===== src/rtl/occupation_pair_classifier_top_macros.svh =====
// assertion macros for the occupation pair classifier
// used by occupation_pair_classifier_top; no other dependencies
`ifndef OCCUPATION_PAIR_CLASSIFIER_TOP_MACROS_SVH
`define OCCUPATION_PAIR_CLASSIFIER_TOP_MACROS_SVH

`ifndef ASSERT_OFF
// same-cycle implication, disabled in reset
`define OPC_ASSERT_IMPL(name, clk, rst_n, ante, cons) \
    name: assert property (@(posedge clk) disable iff (!rst_n) (ante) |-> (cons)) \
        else $error("implication check failed");
// next-cycle implication, disabled in reset
`define OPC_ASSERT_NEXT(name, clk, rst_n, ante, cons) \
    name: assert property (@(posedge clk) disable iff (!rst_n) (ante) |=> (cons)) \
        else $error("next-cycle check failed");
`else
`define OPC_ASSERT_IMPL(name, clk, rst_n, ante, cons)
`define OPC_ASSERT_NEXT(name, clk, rst_n, ante, cons)
`endif

`endif


===== src/rtl/opc_pkg.sv =====
// shared types and constants of the occupation pair classifier
// no dependencies
`default_nettype none

package opc_pkg;

    // fixed field widths
    localparam int WORD_W      = 32;
    localparam int INDEX_W     = 10;
    localparam int CFG_W       = 4;
    localparam int ORDER_W     = 24;
    localparam int SLOT_W      = 3;
    localparam int ORDER_SLOTS = ORDER_W / SLOT_W;
    localparam int DIFF_W      = 3;
    localparam int CNT_W       = 3;
    localparam int CODE_W      = 3;
    localparam int TAG_W       = 7;

    localparam logic [CFG_W-1:0] CFG_RESET = 4'd8;

    // qualification limits and tag scale
    localparam int COUNT_LIMIT = 5;
    localparam int PEAK_LIMIT  = 3;
    localparam int TAG_SCALE   = 10;

    typedef logic signed [DIFF_W-1:0] diff_t;

    // marks a slot outside the orbitals in use; below every real diff
    localparam diff_t DIFF_EMPTY = 3'sb100;

    // recorded tags
    localparam logic signed [TAG_W-1:0] TAG_EQUAL = 7'sd0;
    localparam logic signed [TAG_W-1:0] TAG_21    = 7'sd21;
    localparam logic signed [TAG_W-1:0] TAG_22    = 7'sd22;
    localparam logic signed [TAG_W-1:0] TAG_32    = 7'sd32;
    localparam logic signed [TAG_W-1:0] TAG_41    = 7'sd41;

    // case codes
    localparam logic [CODE_W-1:0] CASE_EQUAL = 3'd0;
    localparam logic [CODE_W-1:0] CASE_TAG21 = 3'd1;
    localparam logic [CODE_W-1:0] CASE_TAG22 = 3'd2;
    localparam logic [CODE_W-1:0] CASE_TAG32 = 3'd3;
    localparam logic [CODE_W-1:0] CASE_TAG41 = 3'd4;

    // per-stage control travelling down the cell chain
    typedef struct packed {
        logic               valid;
        logic               keep;
        logic [CNT_W-1:0]   count;
        logic [INDEX_W-1:0] ket_index;
        logic [INDEX_W-1:0] bra_index;
    } stage_ctrl_t;

endpackage

`default_nettype wire


===== src/rtl/opc_ifs.sv =====
// valid/ready channel interfaces: pair input, record output, configuration
// depends on opc_pkg
`default_nettype none

interface opc_in_if;
    logic                         valid;
    logic                         ready;
    logic [opc_pkg::WORD_W-1:0]   ket_occupations;
    logic [opc_pkg::WORD_W-1:0]   bra_occupations;
    logic [opc_pkg::INDEX_W-1:0]  ket_index;
    logic [opc_pkg::INDEX_W-1:0]  bra_index;

    modport source (output valid, ket_occupations, bra_occupations, ket_index, bra_index,
                    input ready);
    modport sink (input valid, ket_occupations, bra_occupations, ket_index, bra_index,
                  output ready);
endinterface

interface opc_out_if;
    logic                         valid;
    logic                         ready;
    logic [opc_pkg::CODE_W-1:0]   case_code;
    logic [opc_pkg::INDEX_W-1:0]  ket_label;
    logic [opc_pkg::INDEX_W-1:0]  bra_label;
    logic [opc_pkg::ORDER_W-1:0]  orbital_order;

    modport source (output valid, case_code, ket_label, bra_label, orbital_order,
                    input ready);
    modport sink (input valid, case_code, ket_label, bra_label, orbital_order,
                  output ready);
endinterface

interface opc_cfg_if;
    logic                       valid;
    logic                       ready;
    logic [opc_pkg::CFG_W-1:0]  orbitals_in_use;

    modport source (output valid, orbitals_in_use, input ready);
    modport sink (input valid, orbitals_in_use, output ready);
endinterface

`default_nettype wire


===== src/rtl/opc_front.sv =====
// front cell: unpacks occupations, forms diffs, counts and qualifies a pair
// depends on opc_pkg and opc_ifs
`default_nettype none

module opc_front #(
    parameter int MAX_ORBITALS = 8,
    parameter int OCC_BITS     = 4,
    localparam int ORD_W       = $clog2(MAX_ORBITALS)
) (
    input  logic                        clk,
    input  logic                        rst_n,
    opc_in_if.sink                      pair_in,
    input  logic [opc_pkg::CFG_W-1:0]   orbitals_in_use,
    input  logic                        down_adv,
    output opc_pkg::stage_ctrl_t        ctrl,
    output opc_pkg::diff_t              diff [MAX_ORBITALS],
    output logic [ORD_W-1:0]            ord [MAX_ORBITALS]
);

    localparam int DW = OCC_BITS + 1;
    localparam int CW = $clog2(MAX_ORBITALS + 1);

    logic [OCC_BITS-1:0]        ket_o [MAX_ORBITALS];
    logic [OCC_BITS-1:0]        bra_o [MAX_ORBITALS];
    logic signed [DW-1:0]       diff_w [MAX_ORBITALS];
    opc_pkg::diff_t             diff_next [MAX_ORBITALS];
    logic [MAX_ORBITALS-1:0]    nz;
    logic [MAX_ORBITALS-1:0]    big;
    logic [CW-1:0]              cnt;
    logic                       keep;
    logic                       adv;

    logic                       valid_reg;
    logic                       keep_reg;
    logic [opc_pkg::CNT_W-1:0]  count_reg;
    logic [opc_pkg::INDEX_W-1:0] ket_idx_reg;
    logic [opc_pkg::INDEX_W-1:0] bra_idx_reg;
    opc_pkg::diff_t             diff_reg [MAX_ORBITALS];

    // per-orbital unpack and difference; slots past the word read as zero
    genvar g, b;
    generate
        for (g = 0; g < MAX_ORBITALS; g++)
        begin : g_orb
            for (b = 0; b < OCC_BITS; b++)
            begin : g_bit
                if (g * OCC_BITS + b < opc_pkg::WORD_W)
                begin : g_in
                    assign ket_o[g][b] = pair_in.ket_occupations[g * OCC_BITS + b];
                    assign bra_o[g][b] = pair_in.bra_occupations[g * OCC_BITS + b];
                end
                else
                begin : g_out
                    assign ket_o[g][b] = 1'b0;
                    assign bra_o[g][b] = 1'b0;
                end
            end

            logic active;
            assign active    = g < int'(orbitals_in_use);
            assign diff_w[g] = $signed({1'b0, bra_o[g]}) - $signed({1'b0, ket_o[g]});
            assign nz[g]     = active && (diff_w[g] != '0);
            assign big[g]    = active && ((diff_w[g] >= DW'(opc_pkg::PEAK_LIMIT)) ||
                                          (diff_w[g] <= -DW'(opc_pkg::PEAK_LIMIT)));
            assign diff_next[g] = active ? opc_pkg::DIFF_W'(diff_w[g]) : opc_pkg::DIFF_EMPTY;
            assign ord[g]       = ORD_W'(g);
        end
    endgenerate

    // nonzero count and qualification
    always_comb
    begin
        cnt = '0;
        for (int i = 0; i < MAX_ORBITALS; i++)
        begin
            cnt = cnt + CW'(nz[i]);
        end
        keep = (int'(cnt) < opc_pkg::COUNT_LIMIT) && !(|big);
    end

    // stage handshake
    assign adv           = !valid_reg || down_adv;
    assign pair_in.ready = adv;

    always_ff @(posedge clk or negedge rst_n)
    begin
        if (!rst_n)
        begin
            valid_reg <= 1'b0;
        end
        else if (adv)
        begin
            valid_reg <= pair_in.valid;
        end
    end

    // payload
    always_ff @(posedge clk)
    begin
        if (adv && pair_in.valid)
        begin
            keep_reg    <= keep;
            count_reg   <= opc_pkg::CNT_W'(cnt);
            ket_idx_reg <= pair_in.ket_index;
            bra_idx_reg <= pair_in.bra_index;
            diff_reg    <= diff_next;
        end
    end

    assign ctrl = '{valid: valid_reg, keep: keep_reg, count: count_reg,
                    ket_index: ket_idx_reg, bra_index: bra_idx_reg};
    assign diff = diff_reg;

endmodule

`default_nettype wire


===== src/rtl/opc_sort_cell.sv =====
// sort cell: one pass of the exchange sort, slot PASS against all later slots
// depends on opc_pkg
`default_nettype none

module opc_sort_cell #(
    parameter int MAX_ORBITALS = 8,
    parameter int PASS         = 0,
    localparam int ORD_W       = $clog2(MAX_ORBITALS)
) (
    input  logic                    clk,
    input  logic                    rst_n,
    input  opc_pkg::stage_ctrl_t    ctrl_in,
    input  opc_pkg::diff_t          diff_in [MAX_ORBITALS],
    input  logic [ORD_W-1:0]        ord_in [MAX_ORBITALS],
    input  logic                    down_adv,
    output logic                    up_adv,
    output opc_pkg::stage_ctrl_t    ctrl_out,
    output opc_pkg::diff_t          diff_out [MAX_ORBITALS],
    output logic [ORD_W-1:0]        ord_out [MAX_ORBITALS]
);

    opc_pkg::diff_t         d_x [MAX_ORBITALS];
    logic [ORD_W-1:0]       o_x [MAX_ORBITALS];
    logic                   adv;

    logic                   valid_reg;
    opc_pkg::stage_ctrl_t   ctrl_reg;
    opc_pkg::diff_t         diff_reg [MAX_ORBITALS];
    logic [ORD_W-1:0]       ord_reg [MAX_ORBITALS];

    // exchange pass: later slot swaps in when strictly larger
    always_comb
    begin
        opc_pkg::diff_t   t;
        logic [ORD_W-1:0] ot;
        t   = '0;
        ot  = '0;
        d_x = diff_in;
        o_x = ord_in;
        for (int j = 0; j < MAX_ORBITALS; j++)
        begin
            if (j > PASS)
            begin
                if (d_x[j] > d_x[PASS])
                begin
                    t         = d_x[PASS];
                    d_x[PASS] = d_x[j];
                    d_x[j]    = t;
                    ot        = o_x[PASS];
                    o_x[PASS] = o_x[j];
                    o_x[j]    = ot;
                end
            end
        end
    end

    // stage handshake
    assign adv    = !valid_reg || down_adv;
    assign up_adv = adv;

    always_ff @(posedge clk or negedge rst_n)
    begin
        if (!rst_n)
        begin
            valid_reg <= 1'b0;
        end
        else if (adv)
        begin
            valid_reg <= ctrl_in.valid;
        end
    end

    // payload
    always_ff @(posedge clk)
    begin
        if (adv && ctrl_in.valid)
        begin
            ctrl_reg <= ctrl_in;
            diff_reg <= d_x;
            ord_reg  <= o_x;
        end
    end

    always_comb
    begin
        ctrl_out       = ctrl_reg;
        ctrl_out.valid = valid_reg;
    end

    assign diff_out = diff_reg;
    assign ord_out  = ord_reg;

endmodule

`default_nettype wire


===== src/rtl/opc_back.sv =====
// back cell: tag decode, orbital order packing and output register
// depends on opc_pkg and opc_ifs
`default_nettype none

module opc_back #(
    parameter int MAX_ORBITALS = 8,
    localparam int ORD_W       = $clog2(MAX_ORBITALS)
) (
    input  logic                    clk,
    input  logic                    rst_n,
    input  opc_pkg::stage_ctrl_t    ctrl_in,
    input  opc_pkg::diff_t          diff_in [MAX_ORBITALS],
    input  logic [ORD_W-1:0]        ord_in [MAX_ORBITALS],
    output logic                    up_adv,
    opc_out_if.source               rec_out
);

    localparam int PACK_SLOTS = (MAX_ORBITALS < opc_pkg::ORDER_SLOTS) ?
                                MAX_ORBITALS : opc_pkg::ORDER_SLOTS;

    opc_pkg::diff_t                     top;
    logic signed [opc_pkg::TAG_W-1:0]   scaled;
    logic signed [opc_pkg::TAG_W-1:0]   tag;
    logic                               match;
    logic [opc_pkg::CODE_W-1:0]         code;
    logic [opc_pkg::ORDER_W-1:0]        order;
    logic                               hit;
    logic                               adv;

    logic                               out_valid_reg;
    logic [opc_pkg::CODE_W-1:0]         code_reg;
    logic [opc_pkg::INDEX_W-1:0]        ket_label_reg;
    logic [opc_pkg::INDEX_W-1:0]        bra_label_reg;
    logic [opc_pkg::ORDER_W-1:0]        order_reg;

    // tag = 10 * count + first sorted diff (zero when no orbital in use)
    always_comb
    begin
        top    = (diff_in[0] == opc_pkg::DIFF_EMPTY) ? '0 : diff_in[0];
        scaled = $signed(opc_pkg::TAG_W'(ctrl_in.count) * opc_pkg::TAG_W'(opc_pkg::TAG_SCALE));
        tag    = scaled + opc_pkg::TAG_W'(top);
    end

    // recorded tags
    always_comb
    begin
        match = 1'b1;
        code  = opc_pkg::CASE_EQUAL;
        unique case (tag)
            opc_pkg::TAG_EQUAL: code = opc_pkg::CASE_EQUAL;
            opc_pkg::TAG_21:    code = opc_pkg::CASE_TAG21;
            opc_pkg::TAG_22:    code = opc_pkg::CASE_TAG22;
            opc_pkg::TAG_32:    code = opc_pkg::CASE_TAG32;
            opc_pkg::TAG_41:    code = opc_pkg::CASE_TAG41;
            default:            match = 1'b0;
        endcase
    end

    // orbital order, slots outside the orbitals in use stay zero
    always_comb
    begin
        order = '0;
        for (int s = 0; s < PACK_SLOTS; s++)
        begin
            if (diff_in[s] != opc_pkg::DIFF_EMPTY)
            begin
                order[s * opc_pkg::SLOT_W +: opc_pkg::SLOT_W] = opc_pkg::SLOT_W'(ord_in[s]);
            end
        end
    end

    assign hit    = ctrl_in.valid && ctrl_in.keep && match;
    assign adv    = !out_valid_reg || rec_out.ready;
    assign up_adv = adv;

    // output valid; items with no record drop out here
    always_ff @(posedge clk or negedge rst_n)
    begin
        if (!rst_n)
        begin
            out_valid_reg <= 1'b0;
        end
        else if (adv)
        begin
            out_valid_reg <= hit;
        end
    end

    // output payload
    always_ff @(posedge clk)
    begin
        if (adv && hit)
        begin
            code_reg      <= code;
            ket_label_reg <= ctrl_in.ket_index;
            bra_label_reg <= ctrl_in.bra_index;
            order_reg     <= order;
        end
    end

    assign rec_out.valid         = out_valid_reg;
    assign rec_out.case_code     = code_reg;
    assign rec_out.ket_label     = ket_label_reg;
    assign rec_out.bra_label     = bra_label_reg;
    assign rec_out.orbital_order = order_reg;

endmodule

`default_nettype wire


===== src/rtl/occupation_pair_classifier_top.sv =====
// top level of the occupation pair classifier: front cell, sort cell chain, back cell
// depends on opc_pkg, opc_ifs, opc_front, opc_sort_cell, opc_back and the macro header
`default_nettype none

`include "occupation_pair_classifier_top_macros.svh"

// Classifies a ket/bra occupation pair. One pair is accepted every clock cycle
// unless a record held at the output has filled every cell; a record leaves
// through MAX_ORBITALS + 1 registers (front cell, loaded at the accepting edge,
// MAX_ORBITALS - 1 sort cells each doing one exchange pass, output register),
// and pairs that give no record simply leave no item. The chain collapses
// bubbles, so while a record waits at the output the pair input stays open
// until every cell is full. orbitals_in_use is sampled when a pair enters the
// front cell; the configuration channel is always ready.
module occupation_pair_classifier_top #(
    parameter int MAX_ORBITALS = 8,
    parameter int OCC_BITS     = 4
) (
    input  logic        clk,
    input  logic        rst_n,
    opc_cfg_if.sink     cfg,
    opc_in_if.sink      pair_in,
    opc_out_if.source   rec_out
);

    localparam int N     = MAX_ORBITALS;
    localparam int ORD_W = $clog2(MAX_ORBITALS);

    logic [opc_pkg::CFG_W-1:0]  orbitals_in_use_reg;

    opc_pkg::stage_ctrl_t       ctrl_ch [N];
    opc_pkg::diff_t             diff_ch [N][N];
    logic [ORD_W-1:0]           ord_ch  [N][N];
    logic [N:1]                 adv_ch;

    // configuration register
    assign cfg.ready = 1'b1;

    always_ff @(posedge clk or negedge rst_n)
    begin
        if (!rst_n)
        begin
            orbitals_in_use_reg <= opc_pkg::CFG_RESET;
        end
        else if (cfg.valid)
        begin
            orbitals_in_use_reg <= cfg.orbitals_in_use;
        end
    end

    // front cell
    opc_front #(
        .MAX_ORBITALS (N),
        .OCC_BITS     (OCC_BITS)
    ) u_front (
        .clk             (clk),
        .rst_n           (rst_n),
        .pair_in         (pair_in),
        .orbitals_in_use (orbitals_in_use_reg),
        .down_adv        (adv_ch[1]),
        .ctrl            (ctrl_ch[0]),
        .diff            (diff_ch[0]),
        .ord             (ord_ch[0])
    );

    // chain of sort cells, one exchange pass each
    genvar k;
    generate
        for (k = 1; k < N; k++)
        begin : g_cell
            opc_sort_cell #(
                .MAX_ORBITALS (N),
                .PASS         (k - 1)
            ) u_cell (
                .clk      (clk),
                .rst_n    (rst_n),
                .ctrl_in  (ctrl_ch[k-1]),
                .diff_in  (diff_ch[k-1]),
                .ord_in   (ord_ch[k-1]),
                .down_adv (adv_ch[k+1]),
                .up_adv   (adv_ch[k]),
                .ctrl_out (ctrl_ch[k]),
                .diff_out (diff_ch[k]),
                .ord_out  (ord_ch[k])
            );
        end
    endgenerate

    // back cell and output register
    opc_back #(
        .MAX_ORBITALS (N)
    ) u_back (
        .clk     (clk),
        .rst_n   (rst_n),
        .ctrl_in (ctrl_ch[N-1]),
        .diff_in (diff_ch[N-1]),
        .ord_in  (ord_ch[N-1]),
        .up_adv  (adv_ch[N]),
        .rec_out (rec_out)
    );

    // checks
    `OPC_ASSERT_NEXT(a_accept_fills_front, clk, rst_n, pair_in.valid && pair_in.ready, ctrl_ch[0].valid)
    `OPC_ASSERT_IMPL(a_empty_output_opens_input, clk, rst_n, !rec_out.valid, pair_in.ready)
    `OPC_ASSERT_IMPL(a_code_in_range, clk, rst_n, rec_out.valid, rec_out.case_code <= opc_pkg::CASE_TAG41)

endmodule

`default_nettype wire

===== src/flat_wrapper.sv =====
// flat-port wrapper written by rule: the top's interface ports become plain ports
module occupation_pair_classifier_top_flat 
#(
    parameter int MAX_ORBITALS = 8,
    parameter int OCC_BITS     = 4
)
  (clk, rst_n, cfg_valid, cfg_orbitals_in_use, cfg_ready, pair_in_valid, pair_in_ket_occupations, pair_in_bra_occupations, pair_in_ket_index, pair_in_bra_index, pair_in_ready, rec_out_valid, rec_out_case_code, rec_out_ket_label, rec_out_bra_label, rec_out_orbital_order, rec_out_ready);
  opc_cfg_if cfg_i ();
  opc_in_if pair_in_i ();
  opc_out_if rec_out_i ();
  input  logic clk;
  input  logic rst_n;
  input wire logic [$bits(cfg_i.valid)-1:0] cfg_valid;
  input wire logic [$bits(cfg_i.orbitals_in_use)-1:0] cfg_orbitals_in_use;
  output wire logic [$bits(cfg_i.ready)-1:0] cfg_ready;
  input wire logic [$bits(pair_in_i.valid)-1:0] pair_in_valid;
  input wire logic [$bits(pair_in_i.ket_occupations)-1:0] pair_in_ket_occupations;
  input wire logic [$bits(pair_in_i.bra_occupations)-1:0] pair_in_bra_occupations;
  input wire logic [$bits(pair_in_i.ket_index)-1:0] pair_in_ket_index;
  input wire logic [$bits(pair_in_i.bra_index)-1:0] pair_in_bra_index;
  output wire logic [$bits(pair_in_i.ready)-1:0] pair_in_ready;
  output wire logic [$bits(rec_out_i.valid)-1:0] rec_out_valid;
  output wire logic [$bits(rec_out_i.case_code)-1:0] rec_out_case_code;
  output wire logic [$bits(rec_out_i.ket_label)-1:0] rec_out_ket_label;
  output wire logic [$bits(rec_out_i.bra_label)-1:0] rec_out_bra_label;
  output wire logic [$bits(rec_out_i.orbital_order)-1:0] rec_out_orbital_order;
  input wire logic [$bits(rec_out_i.ready)-1:0] rec_out_ready;
  assign cfg_i.valid = cfg_valid;
  assign cfg_i.orbitals_in_use = cfg_orbitals_in_use;
  assign cfg_ready = cfg_i.ready;
  assign pair_in_i.valid = pair_in_valid;
  assign pair_in_i.ket_occupations = pair_in_ket_occupations;
  assign pair_in_i.bra_occupations = pair_in_bra_occupations;
  assign pair_in_i.ket_index = pair_in_ket_index;
  assign pair_in_i.bra_index = pair_in_bra_index;
  assign pair_in_ready = pair_in_i.ready;
  assign rec_out_valid = rec_out_i.valid;
  assign rec_out_case_code = rec_out_i.case_code;
  assign rec_out_ket_label = rec_out_i.ket_label;
  assign rec_out_bra_label = rec_out_i.bra_label;
  assign rec_out_orbital_order = rec_out_i.orbital_order;
  assign rec_out_i.ready = rec_out_ready;
  occupation_pair_classifier_top #(.MAX_ORBITALS(MAX_ORBITALS), .OCC_BITS(OCC_BITS)) u_core (.clk(clk), .rst_n(rst_n), .cfg(cfg_i), .pair_in(pair_in_i), .rec_out(rec_out_i));
endmodule

===== config.mk =====
export PLATFORM = sky130hd
export DESIGN_NAME = occupation_pair_classifier_top_flat
export DESIGN_NICKNAME = d
export VERILOG_FILES = /design/src/rtl/opc_pkg.sv /design/src/rtl/opc_ifs.sv /design/src/rtl/opc_front.sv /design/src/rtl/opc_sort_cell.sv /design/src/rtl/opc_back.sv /design/src/rtl/occupation_pair_classifier_top.sv /design/src/flat_wrapper.sv
export VERILOG_INCLUDE_DIRS = /design/src /design/src/rtl
export SDC_FILE = /design/constraint.sdc
export NUM_CORES = 1
export LEC_CHECK = 0
export BUFFER_PORTS_ARGS = -buffer_cell sky130_fd_sc_hd__buf_4
export CAP_MARGIN = 25
export CORE_MARGIN = 1.5
export CORE_UTILIZATION = 55
export DETAILED_ROUTE_END_ITERATION = 8
export PLACE_DENSITY = 0.72
export SYNTH_ARGS = -nofsm -noshare
export SYNTH_HDL_FRONTEND = slang
export SYNTH_HIERARCHICAL = 1
export SYNTH_SLANG_ARGS = --single-unit

===== constraint.sdc =====
create_clock -name clk -period 19.48 [get_ports clk]
set_input_delay 1.948 -clock clk [delete_from_list [all_inputs] [get_ports clk]]
set_output_delay 1.948 -clock clk [all_outputs]
set_load 0.05 [all_outputs]

==> flow_metrics.tcl <==
set metrics [dict create \
    design.die.area_um2 54600 \
    dr_total_vias 16700 \
    finalWeightedCongestion 0.889 \
    dieHeight_um 234 \
    finalHoldViolCount 0 \
    fin_tns_setup_ps 0 \
    clk-insertion-delay-late_ps 640 \
    grt.overflow.total 0 \
    crit_path_max_fanout 16 \
    synth-warning-count 6 \
    tritoncts.num_buffers 59 \
    finalNetCount 2510 \
    critical_path.startpoint "u_core/u_front/diff[19]$_SDFFCE_PP0P_" \
    rr_worst_depth 45 \
    synth.top_cells.by_area "edfxtp_1, mux2_2, ha_1, inv_1, nand2_1" \
    ios 143 \
    critPathLaunchType "flip-flop" \
    dp_hpwl_mm 38.0 \
    finalCriticalPeriod_ps 11350 \
    grt_setup_unrepaired "false" \
    yosysSeqAreaShare_pct 62.5 \
    final.period_utilization_pct 58.3 \
    post_cts.repair.setup_buffers 0 \
    slew_limit_fails 0 \
    cts_sinks 612 \
    path_clk_slew_ps 60 \
    synth_enable_flop_cells 599 \
    placed_cells_incl_taps 2918 \
    hp-start "u_core/g_cell[4].u_cell/ord_out[14]$_DFFE_PP_" \
    count_of_endpoints_failing_setup_in_the_final_report 0 \
    grt_pass1_wl_mm 83.4 \
    async_reset_ff_share_pct 2.12 \
    worst-r2r-setup-slack_ps 8130 \
    critPathMostFrequentCell "ha_1" \
    rr_endpoint "u_core/g_cell[1].u_cell/diff_out[21]$_DFFE_PP_" \
    grt_pass1_vias 16500 \
    postCtsResizedCells 0 \
    final_cell_count_no_fill 3031 \
    mappedNetlistArea_um2 29300 \
    worstReg2RegStart "u_core/u_front/diff[19]$_SDFFCE_PP0P_" \
    final.setup_skew_ps 34.1 \
    arrival_time_of_data_at_the_critical_path_endpoint_ps 11740 \
    core_area_um2 52600 \
    timing.fmax_mhz 88.1 \
    worst_hold_path_type "reg -> reg" \
    cts_hold_buf 0 \
    syn-mean-instance-area_um2 13.7 \
    max_stage_delay_ps 620 \
    final_antenna_net_count 0 \
    cts_max_level 2 \
    slew_headroom_pct 30.6 \
    worstSetupEndpointType "flip-flop" \
    buffer_ports.inserted 141 \
    tritoncts "yes" \
    ys_ff_latch 612 \
    drive_above_1_share_pct 20.4 \
    post-route-drc-count 0 \
    critical_path_class "reg -> reg" \
    synth_top_area_share_pct 61.4 \
    clockBufferDepth 3 \
    ys_types 125 \
    hold_endpoint "u_core/g_cell[5].u_cell/ord_out[14]$_DFFE_PP_" \
    final_core_utilization_pct 62.7 \
    dieWidth_um 234 \
    synth_largest_area_cell "edfxtp_1" \
    grt_start_max_net_pins 73 \
    grt_util_all_layers_pct 19.3 \
    worst_slew_pin_slew_ps 1030 \
    drtIter0Drc 1116 \
    start_util_pct 55.7 \
    fillerInstances 3840 \
    wl_per_cell_um 17.2 \
    postRouteWirelength_mm 52.1 \
    cell_rows 84 \
    cts-root-buf "clkbuf_16" \
    first_pass_iters 5 \
    timing.hold.worst_path_depth 0 \
    area_delta_synth_final_pct 12.5 \
    drv.max_cap_violation_count 0 \
    critical-path-slowest-cell "a21oi_1" \
    route.detailed.vias_per_inst 5.50 \
    ys_dominant_reg_cell "edfxtp_1" \
    antenna-diode-count 0 \
    run_status "finished, final reports clean" \
    crit_required_ps 19870 \
    grt_antenna_before_repair 0 \
    syn_inst 2134 \
]
==> worst max-delay path by stage <==
stage,end,slack (ps),cells after the start
after floorplan,u_core/g_cell[1].u_cell/diff_out[21]$_DFFE_PP_,9670,48
after global placement,u_core/g_cell[1].u_cell/diff_out[21]$_DFFE_PP_,8810,45
after detailed placement,u_core/g_cell[1].u_cell/diff_out[21]$_DFFE_PP_,8350,45
after CTS,u_core/g_cell[1].u_cell/diff_out[21]$_DFFE_PP_,8260,45
after global routing,u_core/g_cell[1].u_cell/diff_out[21]$_DFFE_PP_,7190,46
final,u_core/g_cell[1].u_cell/diff_out[21]$_DFFE_PP_,8130,45
==> through the flow <==
step	area (um^2)	hold slack [ps]	setup WS (ps)
after floorplan	29400	400	9670
after global placement	30900	400	8810
after detailed placement	30900	405	8350
after CTS	32900	405	8260
after global routing	33000	416	7190
final	33000	406	8130
==> area by class of cell <==
| type | count | area (um^2) | area share, % |
|---|---|---|---|
| flip-flops and latches | 612 | 18300 | 55.6 |
| multi-input cells | 1313 | 10000 | 30.4 |
| clock buffers | 64 | 1500 | 4.54 |
| repair buffers | 151 | 1150 | 3.48 |
| well taps | 688 | 861 | 2.61 |
| inverters | 155 | 582 | 1.77 |
| clock inverters | 48 | 534 | 1.62 |
==> synth_stat cells, types with 8 or more instances <==
library cell	instances
o21ai_0	93
xnor2_1	18
nand3_1	25
clkbuf_1	21
o31ai_1	19
ha_1	112
a21oi_1	83
and2_1	25
fa_1	13
o211ai_1	34
or3_1	10
edfxtp_1	599
a21o_1	25
dfrtp_1	12
o31a_1	10
inv_1	154
nand2b_1	55
nor3_1	22
o21a_1	8
nor3b_1	13
buf_4	36
a31oi_1	36
nand2_1	133
mux2i_1	29
mux2_4	11
xor2_1	13
mux2_2	133
nand3b_1	19
nor2_1	115
nor2b_1	43
==> cell usage in the layout (no fill, tap or decap), types with 25 or more instances in the layout <==
cell type,count
a21o_1,25
a21oi_1,83
a31oi_1,36
buf_4,150
clkbuf_16,59
conb_1,25
edfxtp_1,599
ha_1,112
inv_1,154
mux2_2,133
mux2i_1,29
nand2_1,133
nand2b_1,55
nand3_1,25
nor2_1,115
nor2b_1,43
o211ai_1,34
o21ai_0,93
==> worst max-delay path: cells and delay by family (launching register included) <==
kind	cells	cell delay, ps
compound gates	18	4180
buf+inv	4	200
simple gates	13	2990
fa+ha+maj	7	1920
mux	3	1400
flops	1	430
==> metal layers <==
metal	vias to the layer above	global-route usage, %	wire (um)
li1	8295	-	-
met1	7981	23.3	22200
met2	304	35.3	26900
met3	89	2.85	1640
met4	0	6.13	1330
met5	-	0	0
==> kinds of logic (layout without fill, tap and decap cells) <==
kind of cell | after synthesis | in the layout | share of synthesized area [%]
flip-flops | 612 | 612 | 62.5
adder cells (fa/ha/maj) | 127 | 127 | 5.74
AO/OA/AOI/OAI | 426 | 426 | 10.4
AND/OR/NAND/NOR | 521 | 521 | 9.56
XOR/XNOR | 33 | 33 | 1.08
buffers and inverters | 231 | 418 | 3.58
multiplexers | 181 | 181 | 7.02
other | 3 | 25 | 0.0385
Power is left out: the tool's default activity adds up to more than one toggle a clock period on the data nets, which glitch-free logic cannot reach.
